[src/rtl/fds_pkg.sv]
package fds_pkg;

    localparam int KIND_W        = 2;
    localparam int AMOUNT_W      = 32;
    localparam int SLOT_W        = 5;
    localparam int FRAME_INDEX_W = 5;
    localparam int FRAME_TOTAL_W = 6;
    localparam int TIF_W         = 32;

    typedef logic [KIND_W-1:0] kind_t;

    localparam kind_t KIND_TICK      = 2'd0;
    localparam kind_t KIND_APPEND    = 2'd1;
    localparam kind_t KIND_SET_INDEX = 2'd2;
    localparam kind_t KIND_SET_DONE  = 2'd3;

    // configuration register indexes
    localparam logic CFG_LOOP_MODE  = 1'b0;
    localparam logic CFG_PAUSE_FLAG = 1'b1;

    typedef struct packed {
        logic busy;
        logic done;
    } fds_mod_stat_t;

endpackage

[src/rtl/fds_in_if.sv]
interface fds_in_if import fds_pkg::*; ();

    logic                valid;
    logic                ready;
    kind_t               kind;
    logic [AMOUNT_W-1:0] amount;
    logic [SLOT_W-1:0]   frame_slot;
    logic                done_value;

    modport source (
        output valid,
        output kind,
        output amount,
        output frame_slot,
        output done_value,
        input  ready
    );

    modport sink (
        input  valid,
        input  kind,
        input  amount,
        input  frame_slot,
        input  done_value,
        output ready
    );

endinterface

[src/rtl/fds_out_if.sv]
interface fds_out_if import fds_pkg::*; ();

    logic                     valid;
    logic                     ready;
    logic [FRAME_INDEX_W-1:0] frame_index;
    logic                     done_res;
    logic [FRAME_TOTAL_W-1:0] frame_total;
    logic [TIF_W-1:0]         time_in_frame;

    modport source (
        output valid,
        output frame_index,
        output done_res,
        output frame_total,
        output time_in_frame,
        input  ready
    );

    modport sink (
        input  valid,
        input  frame_index,
        input  done_res,
        input  frame_total,
        input  time_in_frame,
        output ready
    );

endinterface

[src/rtl/fds_ram.sv]
module fds_ram #(
    parameter int WIDTH = 32,
    parameter int DEPTH = 32
) (
    input  logic                     clk,
    input  logic                     we,
    input  logic [$clog2(DEPTH)-1:0] waddr,
    input  logic [WIDTH-1:0]         wdata,
    input  logic [$clog2(DEPTH)-1:0] raddr,
    output logic [WIDTH-1:0]         rdata
);

    logic [WIDTH-1:0] mem [DEPTH];

    always_ff @(posedge clk)
    begin
        if (we)
        begin
            mem[waddr] <= wdata;
        end
        rdata <= mem[raddr];
    end

endmodule

[src/rtl/fds_mod.sv]
module fds_mod import fds_pkg::*; #(
    parameter int DV_W = 33,
    parameter int DS_W = 37
) (
    input  logic            clk,
    input  logic            rst_n,
    input  logic            start,
    input  logic [DV_W-1:0] dividend,
    input  logic [DS_W-1:0] divisor,
    output fds_mod_stat_t   stat,
    output logic [DS_W-1:0] rem
);

    localparam int CNT_W = $clog2(DV_W + 1);

    logic [DV_W-1:0]  q_reg,   q_next;
    logic [DS_W-1:0]  rem_reg, rem_next;
    logic [CNT_W-1:0] cnt_reg, cnt_next;
    logic             busy_reg, busy_next;
    logic             done_reg, done_next;
    logic [DS_W:0]    trial;
    logic [DS_W:0]    trial_sub;

    // restoring remainder, one dividend bit per cycle
    always_comb
    begin
        trial     = {rem_reg, q_reg[DV_W-1]};
        trial_sub = trial - {1'b0, divisor};
        q_next    = q_reg;
        rem_next  = rem_reg;
        cnt_next  = cnt_reg;
        busy_next = busy_reg;
        done_next = 1'b0;
        if (start)
        begin
            q_next    = dividend;
            rem_next  = '0;
            cnt_next  = CNT_W'(DV_W);
            busy_next = 1'b1;
        end
        else if (busy_reg)
        begin
            q_next   = {q_reg[DV_W-2:0], 1'b0};
            rem_next = (trial >= {1'b0, divisor}) ? trial_sub[DS_W-1:0] : trial[DS_W-1:0];
            cnt_next = cnt_reg - 1'b1;
            if (cnt_reg == CNT_W'(1))
            begin
                busy_next = 1'b0;
                done_next = 1'b1;
            end
        end
    end

    always_ff @(posedge clk or negedge rst_n)
    begin
        if (!rst_n)
        begin
            busy_reg <= 1'b0;
            done_reg <= 1'b0;
            cnt_reg  <= '0;
        end
        else
        begin
            busy_reg <= busy_next;
            done_reg <= done_next;
            cnt_reg  <= cnt_next;
        end
    end

    always_ff @(posedge clk)
    begin
        q_reg   <= q_next;
        rem_reg <= rem_next;
    end

    assign stat.busy = busy_reg;
    assign stat.done = done_reg;
    assign rem       = rem_reg;

endmodule

[src/rtl/frame_duration_sequencer.sv]
// one item in flight; append, set index and set done give their result through S_FIN and the output register
// tick: the beat, then the bit-serial remainder of elapsed time plus amount against the total,
// then the walk through the duration table, one frame per step (1 to MAX_FRAMES+1 steps),
// then S_FIN loads the output register once it is empty or being read;
// the next item is taken while the previous result still waits
// reset clears all control state; table entries are undefined until appended, no clearing pass
module frame_duration_sequencer import fds_pkg::*; #(
    parameter int MAX_FRAMES = 32,
    parameter int TIME_BITS  = 32
) (
    input  logic          clk,
    input  logic          rst_n,
    input  logic          cfg_we,
    input  logic          cfg_index,
    input  logic          cfg_data,
    fds_in_if.sink        item,
    fds_out_if.source     result
);

    localparam int IDX_W = $clog2(MAX_FRAMES);
    localparam int CNT_W = $clog2(MAX_FRAMES + 1);
    localparam int TB    = TIME_BITS;
    localparam int TOT_W = TIME_BITS + IDX_W;
    localparam int DV_W  = TIME_BITS + 1;
    localparam int CMP_W = (IDX_W > SLOT_W) ? IDX_W : SLOT_W;

    localparam logic [1:0] S_IDLE = 2'd0;
    localparam logic [1:0] S_MOD  = 2'd1;
    localparam logic [1:0] S_WALK = 2'd2;
    localparam logic [1:0] S_FIN  = 2'd3;

    logic [1:0]       state_reg,   state_next;
    logic             loop_reg;
    logic             pause_reg;
    logic [CNT_W-1:0] count_reg,   count_next;
    logic [TOT_W-1:0] total_reg,   total_next;
    logic [TB-1:0]    elapsed_reg, elapsed_next;
    logic [IDX_W-1:0] idx_reg,     idx_next;
    logic             done_reg,    done_next;
    logic [TOT_W-1:0] t_reg,       t_next;
    logic [CNT_W-1:0] n_reg,       n_next;

    logic                     out_valid_reg, out_valid_next;
    logic [FRAME_INDEX_W-1:0] out_index_reg;
    logic                     out_done_reg;
    logic [FRAME_TOTAL_W-1:0] out_total_reg;
    logic [TIF_W-1:0]         out_time_reg;
    logic                     out_load;

    logic [TB-1:0]    amt;
    logic [IDX_W-1:0] last_idx;
    logic [CMP_W-1:0] slot_w;
    logic [CMP_W-1:0] last_w;
    logic [DV_W-1:0]  mod_dividend;
    logic             mod_start;
    fds_mod_stat_t    mod_stat;
    logic [TOT_W-1:0] mod_rem;
    logic             ram_we;
    logic [TB-1:0]    ram_rdata;
    logic [TOT_W-1:0] dur;
    logic             fits;
    logic [TOT_W-1:0] t_sub;
    logic [CNT_W-1:0] idx_inc;
    logic             wrap;
    logic             stop;
    logic [TOT_W-1:0] sat_src;
    logic [TB-1:0]    sat_val;

    fds_mod #(
        .DV_W (DV_W),
        .DS_W (TOT_W)
    ) u_mod (
        .clk      (clk),
        .rst_n    (rst_n),
        .start    (mod_start),
        .dividend (mod_dividend),
        .divisor  (total_reg),
        .stat     (mod_stat),
        .rem      (mod_rem)
    );

    // read address follows the next index, so rdata always holds the current frame
    fds_ram #(
        .WIDTH (TB),
        .DEPTH (MAX_FRAMES)
    ) u_ram (
        .clk   (clk),
        .we    (ram_we),
        .waddr (count_reg[IDX_W-1:0]),
        .wdata (amt),
        .raddr (idx_next),
        .rdata (ram_rdata)
    );

    assign amt          = TB'(item.amount);
    assign last_idx     = (count_reg == '0) ? '0 : IDX_W'(count_reg - 1'b1);
    assign slot_w       = CMP_W'(item.frame_slot);
    assign last_w       = CMP_W'(last_idx);
    assign mod_dividend = {1'b0, elapsed_reg} + {1'b0, amt};

    assign dur     = TOT_W'(ram_rdata);
    assign fits    = t_reg >= dur;
    assign t_sub   = t_reg - dur;
    assign idx_inc = CNT_W'(idx_reg) + 1'b1;
    assign wrap    = idx_inc >= count_reg;
    assign sat_src = fits ? t_sub : t_reg;
    assign sat_val = (|sat_src[TOT_W-1:TB]) ? '1 : sat_src[TB-1:0];

    assign item.ready = (state_reg == S_IDLE);
    assign out_load   = (state_reg == S_FIN) && (!out_valid_reg || result.ready);

    always_comb
    begin
        state_next   = state_reg;
        count_next   = count_reg;
        total_next   = total_reg;
        elapsed_next = elapsed_reg;
        idx_next     = idx_reg;
        done_next    = done_reg;
        t_next       = t_reg;
        n_next       = n_reg;
        mod_start    = 1'b0;
        ram_we       = 1'b0;
        stop         = 1'b0;
        unique case (state_reg)
            S_IDLE:
            begin
                if (item.valid)
                begin
                    state_next = S_FIN;
                    case (item.kind)
                        KIND_TICK:
                        begin
                            if (!pause_reg && !done_reg && count_reg != '0 && total_reg != '0)
                            begin
                                mod_start  = 1'b1;
                                state_next = S_MOD;
                                if (CNT_W'(idx_reg) >= count_reg)
                                begin
                                    idx_next = last_idx;
                                end
                            end
                        end
                        KIND_APPEND:
                        begin
                            if (count_reg < CNT_W'(MAX_FRAMES))
                            begin
                                ram_we     = 1'b1;
                                total_next = total_reg + TOT_W'(amt);
                                count_next = count_reg + 1'b1;
                            end
                        end
                        KIND_SET_INDEX:
                        begin
                            idx_next = (slot_w < last_w) ? IDX_W'(slot_w) : last_idx;
                        end
                        KIND_SET_DONE:
                        begin
                            idx_next  = last_idx;
                            done_next = item.done_value;
                        end
                        default:
                        begin
                            state_next = S_FIN;
                        end
                    endcase
                end
            end
            S_MOD:
            begin
                if (mod_stat.done)
                begin
                    t_next     = mod_rem;
                    n_next     = '0;
                    state_next = S_WALK;
                end
            end
            S_WALK:
            begin
                if (!fits)
                begin
                    stop = 1'b1;
                end
                else
                begin
                    t_next = t_sub;
                    n_next = n_reg + 1'b1;
                    if (wrap)
                    begin
                        if (loop_reg)
                        begin
                            idx_next = '0;
                        end
                        else
                        begin
                            idx_next  = last_idx;
                            done_next = 1'b1;
                            stop      = 1'b1;
                        end
                    end
                    else
                    begin
                        idx_next = IDX_W'(idx_inc);
                    end
                    // walk is bounded at MAX_FRAMES+1 steps
                    if (n_reg == CNT_W'(MAX_FRAMES))
                    begin
                        stop = 1'b1;
                    end
                end
                if (stop)
                begin
                    elapsed_next = sat_val;
                    state_next   = S_FIN;
                end
            end
            S_FIN:
            begin
                if (out_load)
                begin
                    state_next = S_IDLE;
                end
            end
            default:
            begin
                state_next = S_IDLE;
            end
        endcase
    end

    always_comb
    begin
        out_valid_next = out_valid_reg;
        if (out_load)
        begin
            out_valid_next = 1'b1;
        end
        else if (result.ready)
        begin
            out_valid_next = 1'b0;
        end
    end

    always_ff @(posedge clk or negedge rst_n)
    begin
        if (!rst_n)
        begin
            state_reg     <= S_IDLE;
            loop_reg      <= 1'b0;
            pause_reg     <= 1'b0;
            count_reg     <= '0;
            total_reg     <= '0;
            elapsed_reg   <= '0;
            idx_reg       <= '0;
            done_reg      <= 1'b0;
            n_reg         <= '0;
            out_valid_reg <= 1'b0;
        end
        else
        begin
            state_reg     <= state_next;
            count_reg     <= count_next;
            total_reg     <= total_next;
            elapsed_reg   <= elapsed_next;
            idx_reg       <= idx_next;
            done_reg      <= done_next;
            n_reg         <= n_next;
            out_valid_reg <= out_valid_next;
            if (cfg_we)
            begin
                unique case (cfg_index)
                    CFG_LOOP_MODE:  loop_reg  <= cfg_data;
                    CFG_PAUSE_FLAG: pause_reg <= cfg_data;
                    default:        loop_reg  <= loop_reg;
                endcase
            end
        end
    end

    always_ff @(posedge clk)
    begin
        t_reg <= t_next;
        if (out_load)
        begin
            out_index_reg <= FRAME_INDEX_W'(idx_reg);
            out_done_reg  <= done_reg;
            out_total_reg <= FRAME_TOTAL_W'(count_reg);
            out_time_reg  <= TIF_W'(elapsed_reg);
        end
    end

    assign result.valid         = out_valid_reg;
    assign result.frame_index   = out_index_reg;
    assign result.done_res      = out_done_reg;
    assign result.frame_total   = out_total_reg;
    assign result.time_in_frame = out_time_reg;

`ifndef SYNTHESIS
    a_walk_has_frames: assert property (@(posedge clk) disable iff (!rst_n)
        state_reg == S_WALK |-> (count_reg != '0 && total_reg != '0))
        else $error("walk with empty table");

    a_walk_idx_range: assert property (@(posedge clk) disable iff (!rst_n)
        state_reg == S_WALK |-> CNT_W'(idx_reg) < count_reg)
        else $error("walk index beyond loaded frames");

    a_mod_done_in_mod: assert property (@(posedge clk) disable iff (!rst_n)
        mod_stat.done |-> state_reg == S_MOD)
        else $error("remainder finished outside tick");

    a_count_bound: assert property (@(posedge clk) disable iff (!rst_n)
        count_reg <= CNT_W'(MAX_FRAMES))
        else $error("frame count overflow");

    a_table_stable_in_tick: assert property (@(posedge clk) disable iff (!rst_n)
        (state_reg == S_MOD || state_reg == S_WALK) |=> $stable(total_reg))
        else $error("total changed during tick");
`endif

endmodule

[src/flat_wrapper.sv]
// flat-port wrapper written by rule: the top's interface ports become plain ports
module frame_duration_sequencer_flat import fds_pkg::*;
#(
    parameter int MAX_FRAMES = 32,
    parameter int TIME_BITS  = 32
)
  (clk, rst_n, cfg_we, cfg_index, cfg_data, item_valid, item_kind, item_amount, item_frame_slot, item_done_value, item_ready, result_valid, result_frame_index, result_done_res, result_frame_total, result_time_in_frame, result_ready);
  fds_in_if item_i ();
  fds_out_if result_i ();
  input  logic clk;
  input  logic rst_n;
  input  logic cfg_we;
  input  logic cfg_index;
  input  logic cfg_data;
  input wire logic [$bits(item_i.valid)-1:0] item_valid;
  input wire logic [$bits(item_i.kind)-1:0] item_kind;
  input wire logic [$bits(item_i.amount)-1:0] item_amount;
  input wire logic [$bits(item_i.frame_slot)-1:0] item_frame_slot;
  input wire logic [$bits(item_i.done_value)-1:0] item_done_value;
  output wire logic [$bits(item_i.ready)-1:0] item_ready;
  output wire logic [$bits(result_i.valid)-1:0] result_valid;
  output wire logic [$bits(result_i.frame_index)-1:0] result_frame_index;
  output wire logic [$bits(result_i.done_res)-1:0] result_done_res;
  output wire logic [$bits(result_i.frame_total)-1:0] result_frame_total;
  output wire logic [$bits(result_i.time_in_frame)-1:0] result_time_in_frame;
  input wire logic [$bits(result_i.ready)-1:0] result_ready;
  assign item_i.valid = item_valid;
  assign item_i.kind = item_kind;
  assign item_i.amount = item_amount;
  assign item_i.frame_slot = item_frame_slot;
  assign item_i.done_value = item_done_value;
  assign item_ready = item_i.ready;
  assign result_valid = result_i.valid;
  assign result_frame_index = result_i.frame_index;
  assign result_done_res = result_i.done_res;
  assign result_frame_total = result_i.frame_total;
  assign result_time_in_frame = result_i.time_in_frame;
  assign result_i.ready = result_ready;
  frame_duration_sequencer #(.MAX_FRAMES(MAX_FRAMES), .TIME_BITS(TIME_BITS)) u_core (.clk(clk), .rst_n(rst_n), .cfg_we(cfg_we), .cfg_index(cfg_index), .cfg_data(cfg_data), .item(item_i), .result(result_i));
endmodule
[config.mk]
export PLATFORM = sky130hd
export DESIGN_NAME = frame_duration_sequencer_flat
export DESIGN_NICKNAME = d
export VERILOG_FILES = /design/src/rtl/fds_pkg.sv /design/src/rtl/fds_in_if.sv /design/src/rtl/fds_out_if.sv /design/src/rtl/fds_ram.sv /design/src/rtl/fds_mod.sv /design/src/rtl/frame_duration_sequencer.sv /design/src/flat_wrapper.sv
export SDC_FILE = /design/constraint.sdc
export NUM_CORES = 2
export LEC_CHECK = 0
export BUFFER_PORTS_ARGS = -buffer_cell sky130_fd_sc_hd__clkbuf_2
export CAP_MARGIN = 0
export CORE_MARGIN = 2
export CORE_UTILIZATION = 35
export CTS_CLUSTER_DIAMETER = 50
export DETAILED_ROUTE_END_ITERATION = 10
export PLACE_DENSITY = 0.59
export SLEW_MARGIN = 20
export SYNTH_ARGS = -nofsm -noshare
export SYNTH_HDL_FRONTEND = slang
export SYNTH_SLANG_ARGS = --single-unit
[constraint.sdc]
create_clock -name clk -period 4.65 [get_ports clk]
set_input_delay 0.6975 -clock clk [delete_from_list [all_inputs] [get_ports clk]]
set_output_delay 0.6975 -clock clk [all_outputs]
set_load 0.02 [all_outputs]
# Word level (Yosys, flattened, before mapping)

Memory sizes are Yosys's and may differ from the RTL's. A register that Yosys moved wholly into a read port is not among the register bits.
Index checks and enable logic that the tools add are counted.

Register bits: 251
Bits in writable memories: 1024
Input bits: 47
Output and inout port bits: 46
Logic and storage cells: 137
Memories: 1

Add/subtract/negate cells: 9
$lt $le $gt $ge: 6
Eq/ne operators: 16
Multiplexer cells: 58
Bitwise operators: 1
Reduce and logical (&&, ||, !) cells: 26

Memory list:

| name             | words | width | read ports | clocked after memory_dff | wr ports | line          | RTL |
|---|---|---|---|---|---|---|---|
| u_core.u_ram.mem | 32    | 32    | 1          | 1                        | 1        | fds_ram.sv:13 | `logic [WIDTH-1:0] mem [DEPTH];` |

Operators with widths:

| kind                                                                    | number |
|---|---|
| 37-bit two-way mux                                                      | 3 |
| 37-bit case mux with 2 select lines                                     | 1 |
| 33-bit two-way mux                                                      | 2 |
| 5-bit two-way mux                                                       | 8 |
| 38-bit by 37-bit >= comparator with 1-bit output                        | 1 |
| 37-bit by 32-bit adder with 37-bit output                               | 1 |
| 37-bit by 32-bit >= comparator with 1-bit output                        | 1 |
| 37-bit nonzero test                                                     | 1 |
| 37-bit by 32-bit subtractor with 37-bit output                          | 1 |
| 37-bit subtractor                                                       | 1 |
| 32-bit by 32-bit adder with 33-bit output                               | 1 |
| 32-bit two-way mux                                                      | 1 |
| 1-bit two-way mux                                                       | 28 |
| 6-bit two-way mux                                                       | 4 |
| 5-bit case mux with 3 select lines                                      | 1 |
| 6-bit by 1-bit adder with 6-bit output, second input constant           | 2 |
| 2-bit two-way mux                                                       | 6 |
| 6-bit case mux with 2 select lines                                      | 1 |
| 2-bit by 1-bit inequality test with 1-bit output, second input constant | 5 |
| 5-bit case mux with 2 select lines                                      | 1 |
| 2-bit equality test, second input constant                              | 4 |
| 2-bit case mux with 4 select lines                                      | 1 |
| 2-bit AND reduction                                                     | 4 |
| 4-bit AND reduction                                                     | 2 |
| 23 further kinds                                                        | 35 |

# Logic depth before layout (Yosys ltp)

Depth after elaboration: 9
Gate-level depth with buffers: 22
Gate-level depth less buffers: 18

# Modules after synthesis

A second synthesis with hierarchy kept.

Cell total of the unflattened synthesis: 4286
Area, all modules: 58965.3 um^2

By module, submodules not included:

| module                   | instances | cells each | area an instance (um^2) | seq. area each (um^2) |
|---|---|---|---|---|
| fds_ram                  | 1         | 2260       | 40492.6                 | 31390.1 |
| frame_duration_sequencer | 1         | 1363       | 12550.8                 | 4734.5 |
| fds_mod                  | 1         | 663        | 5921.9                  | 1931.9 |

# Least setup slack after synthesis

OpenSTA, ideal clock, no wires.

Kind: register to register
Start: register u_core.state_reg[0]
End: register u_core.t_reg[0], enable pin
Setup time: 483 ps
Data arrival time: 3603 ps
Required time: 4167 ps
Setup slack: 564 ps
Cell stages (with the launch flop): 6
Buffers on the path: 1
Period minus slack after synthesis: 4086 ps
Cells stage by stage: dfrtp_1 > inv_1 > ha_1 > inv_1 > clkbuf_1 > o21ai_0

Word-level cells in the longest chain between the ends: 3
Elaborated cells between the ends (all ways): 5
Classes of those cells: eq/ne: 3; reduce/logical: 2

RTL lines:

| item                                                                                  | line                            | RTL |
|---|---|---|
| from (decl)                                                                           | frame_duration_sequencer.sv:32  | `logic [1:0] state_reg, state_next;` |
| from (signal assigned)                                                                | frame_duration_sequencer.sv:261 | `state_reg <= state_next;` |
| 2-bit by 1-bit equality test with 1-bit output or 2-bit equality test (tied branches) | frame_duration_sequencer.sv:125 | `unique case (state_reg)` |
| 2-bit inequality test (no line) or 2-bit nonzero test (tied branches)                 | -                               |  |
| 2-bit AND reduction (no line) (*)                                                     | -                               |  |
| to (signal assigned)                                                                  | frame_duration_sequencer.sv:282 | `t_reg <= t_next;` |
| to (decl)                                                                             | frame_duration_sequencer.sv:40  | `logic [TOT_W-1:0] t_reg, t_next;` |

Every way passes the cells marked *; elsewhere a longest branch is shown, timed or not.
A chain may end at the register's enable or synchronous reset.

# Final worst setup path

Start: register u_core.t_reg[9]
End: register u_core.u_ram.rdata[14] (read register of u_core.u_ram.mem)

Word-level cells in the longest chain between the ends: 3

RTL lines:

| item                                             | line                            | RTL |
|---|---|---|
| 37-bit by 32-bit >= comparator with 1-bit output | frame_duration_sequencer.sv:102 | `assign fits = t_reg >= dur;` |
| 5-bit two-way mux                                | frame_duration_sequencer.sv:180 | `if (!fits)` |
| 5-bit case mux with 2 select lines               | frame_duration_sequencer.sv:125 |  |
| via u_core.idx_next[2]                           | frame_duration_sequencer.sv:38  | `logic [IDX_W-1:0] idx_reg, idx_next;` |
| to (decl)                                        | fds_ram.sv:10                   | `output logic [WIDTH-1:0] rdata` |

The timed path passes the listed nets, and every way through them passes these cells.

==> insert_results.sql <==
INSERT INTO impl_metrics (metric_group, metric, value, unit) VALUES
('status', 'outcome', 'finished, final reports clean', ''),
('critical_path', 'critical-path-top-delay-family', 'compound AO/OA/AOI/OAI gates', ''),
('critical_path', 'reg2reg_slack', '0.09', 'ns'),
('floorplanning', 'placement_rows', '150', ''),
('floorplanning', 'die_height', '413.4', 'µm'),
('floorplanning', 'starting_density', '35.15', '%'),
('sta', 'timing.final.crit_share', '98.15', '%'),
('critical_path', 'reg2regPathDepth', '21', ''),
('cells_and_area', 'mostFrequentLayoutCells', 'sky130_fd_sc_hd__edfxtp_1 (1138), sky130_fd_sc_hd__mux2i_1 (670), sky130_fd_sc_hd__buf_4 (340), sky130_fd_sc_hd__nand2_1 (245), sky130_fd_sc_hd__a21oi_1 (217)', ''),
('pwr', 'static-leakage-power', '28.07', 'nW'),
('clock_tree', 'worstSkewPairLatency', '0.79', 'ns'),
('sta', 'max_slew_margin', '34.82', '%'),
('yosys', 'flop_and_latch_count_out_of_synthesis', '1307', ''),
('pwr', 'peakVddDrop', '0.4542', 'mV'),
('yosys', 'yosys.area_share.xor_xnor', '1.867', '%'),
('global_route', 'grt_util_all_layers', '20.01', '%'),
('drt', 'route.vias.total', '37650', ''),
('yosys', 'synth_top_flop_cell', 'sky130_fd_sc_hd__edfxtp_1', ''),
('drt', 'firstDrtPassIters', '6', ''),
('drt', 'wire_per_inst', '24.72', 'µm'),
('critical_path', 'cp_slowest_stage_delay', '0.47', 'ns'),
('critical_path', 'crit-reg2reg-capture', 'u_core.u_ram.rdata[14]$_DFF_P_', ''),
('placement', 'post_dp_hpwl', '111.4', 'mm'),
('drt', 'drt_drc_violations_left', '0', ''),
('critical_path', 'sequence_of_cells_on_the_critical_path', 'ha_1 > nand4_1 > nor3_1 > buf_4 > nor2b_2 > nor2_4 > a211o_4 > buf_4 > a311oi_1 > buf_4 > a311oi_4 > buf_12 > buf_4 > inv_2 > nand2_2 > buf_4 > buf_12 > o22ai_1 > o22ai_1 > buf_4 > a211oi_2', ''),
('placement', 'place.gp.congestion', '0.8946', ''),
('sta', 'rsz0062_at_grt', 'no', ''),
('clock_tree', 'ctsLongestPathBuffers', '3', ''),
('floorplanning', 'core', '0.1668', 'mm²'),
('yosys', 'netlist_instances', '4246', ''),
('global_route', 'grt_max_degree', '77', ''),
('cells_and_area', 'final_core_util', '42.45', '%'),
('sta', 'worstMarginPinSlew', '0.9777', 'ns'),
('critical_path', 'arrival', '5.21', 'ns'),
('clock_tree', 'clkTransAtPathRegs', '0.06', 'ns'),
('floorplanning', 'fp.dieArea', '0.1709', 'mm²'),
('yosys', 'synthDistinctLibCells', '91', ''),
('global_route', 'number_of_global_route_vias_before_repair', '36470', ''),
('yosys', 'post_synth_instance_area', '0.05865', 'mm²'),
('yosys', 'synth_enable_flop_cells', '1138', ''),
('drt', 'finalWirelength', '174.1', 'mm'),
('floorplanning', 'die_x', '413.4', 'µm'),
('yosys', 'synth_fa_ha_area_share', '3.592', '%'),
('critical_path', 'reg2reg_from', 'u_core.t_reg[9]$_DFFE_PP_', ''),
('drt', 'drt_first_iter_violations', '3244', ''),
('critical_path', 'worst-endpoint-required', '5.30', 'ns'),
('placement', 'post_dp_cell_area', '0.06489', 'mm²'),
('floorplanning', 'top_level_ports', '93', ''),
('cells_and_area', 'finish.net_count', '4930', ''),
('clock_tree', 'numClockSinks', '1307', ''),
('critical_path', 'critical_path.slowest_cell', 'sky130_fd_sc_hd__edfxtp_1', ''),
('clock_tree', 'htree_levels', '4', ''),
('yosys', 'postSynth.asyncResetShare', '7.651', '%'),
('cells_and_area', 'largest_register_ff_count', '1024', ''),
('sta', 'max_freq', '0.2191', 'GHz'),
('sta', 'hold_ws', '0.06262', 'ns'),
('cells_and_area', 'layoutNonFillerInstCount', '7044', ''),
('sta', 'final.min_clock_period', '4.564', 'ns'),
('cells_and_area', 'most_frequent_standard_cell_in_the_layout_excluding_fill_and_tap_cells', 'sky130_fd_sc_hd__edfxtp_1', ''),
('cells_and_area', 'max_flop_register', 'u_core.u_ram.mem', ''),
('clock_tree', 'tritoncts_clock_tree', 'done', ''),
('run', 'maxCapViolCount', '0', ''),
('yosys', 'ys_seq_area_share', '64.88', '%'),
('cells_and_area', 'area_growth', '20.76', '%'),
('yosys', 'combinational_family_with_the_most_area_after_synthesis', 'multiplexers', ''),
('critical_path', 'critPathCaptureType', 'flip-flop', ''),
('yosys', 'syn_nets', '4459', ''),
('sta', 'timing.final.hold_violations', '0', ''),
('clock_tree', 'cts-buffers-inserted', '146', ''),
('sta', 'timing.final.max_slew_violations', '0', ''),
('drt', 'avgViaCountPerCell', '5.345', '');
-- worst max path at each step --
stage / from / endpoint / cells after the start
3_3_place_gp: u_core.count_reg[0]$_DFFE_PN0P_ / u_core.u_ram.rdata[17]$_DFF_P_ / 21
6_report: u_core.t_reg[9]$_DFFE_PP_ / u_core.u_ram.rdata[14]$_DFF_P_ / 21
5_1_grt: u_core.t_reg[1]$_DFFE_PP_ / u_core.u_ram.rdata[3]$_DFF_P_ / 23
4_1_cts: u_core.count_reg[1]$_DFFE_PN0P_ / u_core.u_ram.rdata[17]$_DFF_P_ / 24
2_1_floorplan: u_core.state_reg[0]$_DFFE_PN0P_ / u_core.t_reg[0]$_DFFE_PP_ / 5
3_5_place_dp: u_core.count_reg[1]$_DFFE_PN0P_ / u_core.u_ram.rdata[9]$_DFF_P_ / 24
-- kinds of logic (layout without fill, tap and decap cells) --
family                     Yosys count  after routing
AOI/OAI and AO/OA                  860            860
xor gates and xnor gates           125            125
adders and majority gates          166            166
buffers and inverters              335            926
DFF                               1307           1307
muxes                              681            681
other                                0              2
and+or+nand+nor                    772            773
-- final cells by class --
cell class              count  area (µm²)  area share [%]
inverters                 142       533.0          0.7525
diodes                      2       5.005        0.007066
flip-flops and latches   1307       38060           53.73
well taps                2204        2758           3.893
clock inverters            86       885.9           1.251
multi-input cells        2605       19920           28.12
clock buffers             183        3855           5.443
repair buffers            515        4816           6.799
-- repair_timing --
item / in CTS / in global routing
setup endpoints to repair: 19 / 32
setup buffers: 15 / 21
gates cloned: 6 / 3
pin swaps: 11 / 24
hold buffers: 0 / 0
resized for setup: 47 / 70
-- layer usage --
layer  routed length, µm  vias to the layer above  part of all wire [%]  GRT usage, %
met5                  10                        -                0.0057             0
met4                6521                        2                   3.7         7.235
met3                9609                      265                   5.5         3.080
met2               83000                     1109                    48         32.94
met1               74970                    19040                    43         26.75
li1                    -                    17230                     -             -
-- where the power goes --
group | switching, W | internal [W]
clock | 0.00490 | 0.00650
sequential | 0.000784 | 0.0140
combinational | 0.0133 | 0.0113
-- stage by stage --
step | TNS [ns] | worst slack (ns) | power [W]
finish | 0 | 0.08625 | 0.05090
global route | 0 | 0.006315 | 0.05336
CTS | 0 | 0.006684 | 0.05018
detailed placement | -3.324 | -0.4661 | 0.03772
global placement | -4.662 | -0.9366 | 0.03757
floorplan | 0 | 0.5642 | 0.02881
-- synth_stat cells, types with 20 or more instances --
master,instances,area (µm²)
sky130_fd_sc_hd__a211oi_1,67,503.0
sky130_fd_sc_hd__nand2b_1,27,168.9
sky130_fd_sc_hd__buf_2,43,215.2
sky130_fd_sc_hd__edfxtp_1,1138,34170
sky130_fd_sc_hd__inv_1,138,518.0
sky130_fd_sc_hd__xor2_1,49,429.2
sky130_fd_sc_hd__nand2_1,252,945.9
sky130_fd_sc_hd__nor4_1,21,131.4
sky130_fd_sc_hd__dfxtp_1,69,1381
sky130_fd_sc_hd__xnor2_1,76,665.6
sky130_fd_sc_hd__o21a_1,23,172.7
sky130_fd_sc_hd__dfrtp_1,100,2502
sky130_fd_sc_hd__mux2i_1,674,6746
sky130_fd_sc_hd__nand3_1,41,205.2
sky130_fd_sc_hd__nand4_1,53,331.6
sky130_fd_sc_hd__nor3_1,40,200.2
sky130_fd_sc_hd__nor2b_1,21,131.4
sky130_fd_sc_hd__ha_1,162,2027
sky130_fd_sc_hd__or3_1,23,143.9
sky130_fd_sc_hd__o221ai_1,39,341.6
sky130_fd_sc_hd__nor2_1,235,882.1
sky130_fd_sc_hd__a21oi_1,219,1096
sky130_fd_sc_hd__clkbuf_1,86,322.8
sky130_fd_sc_hd__a21o_1,62,465.5
sky130_fd_sc_hd__o21ai_0,153,765.7
sky130_fd_sc_hd__o22ai_1,160,1001
sky130_fd_sc_hd__buf_4,50,375.4
sky130_fd_sc_hd__a31oi_1,20,125.1
-- worst register-to-register path, stage by stage (launching register included) --
cell and delay, ns:
sky130_fd_sc_hd__edfxtp_1 0.47, sky130_fd_sc_hd__ha_1 0.44, sky130_fd_sc_hd__nand4_1 0.12, sky130_fd_sc_hd__nor3_1 0.19
sky130_fd_sc_hd__buf_4 0.14, sky130_fd_sc_hd__nor2b_2 0.22, sky130_fd_sc_hd__nor2_4 0.11, sky130_fd_sc_hd__a211o_4 0.38
sky130_fd_sc_hd__buf_4 0.15, sky130_fd_sc_hd__a311oi_1 0.30, sky130_fd_sc_hd__buf_4 0.18, sky130_fd_sc_hd__a311oi_4 0.04
sky130_fd_sc_hd__buf_12 0.17, sky130_fd_sc_hd__buf_4 0.15, sky130_fd_sc_hd__inv_2 0.11, sky130_fd_sc_hd__nand2_2 0.10
sky130_fd_sc_hd__buf_4 0.18, sky130_fd_sc_hd__buf_12 0.15, sky130_fd_sc_hd__o22ai_1 0.22, sky130_fd_sc_hd__o22ai_1 0.10
sky130_fd_sc_hd__buf_4 0.15, sky130_fd_sc_hd__a211oi_2 0.36
No activity file was read; power rests on OpenSTA's default activity.
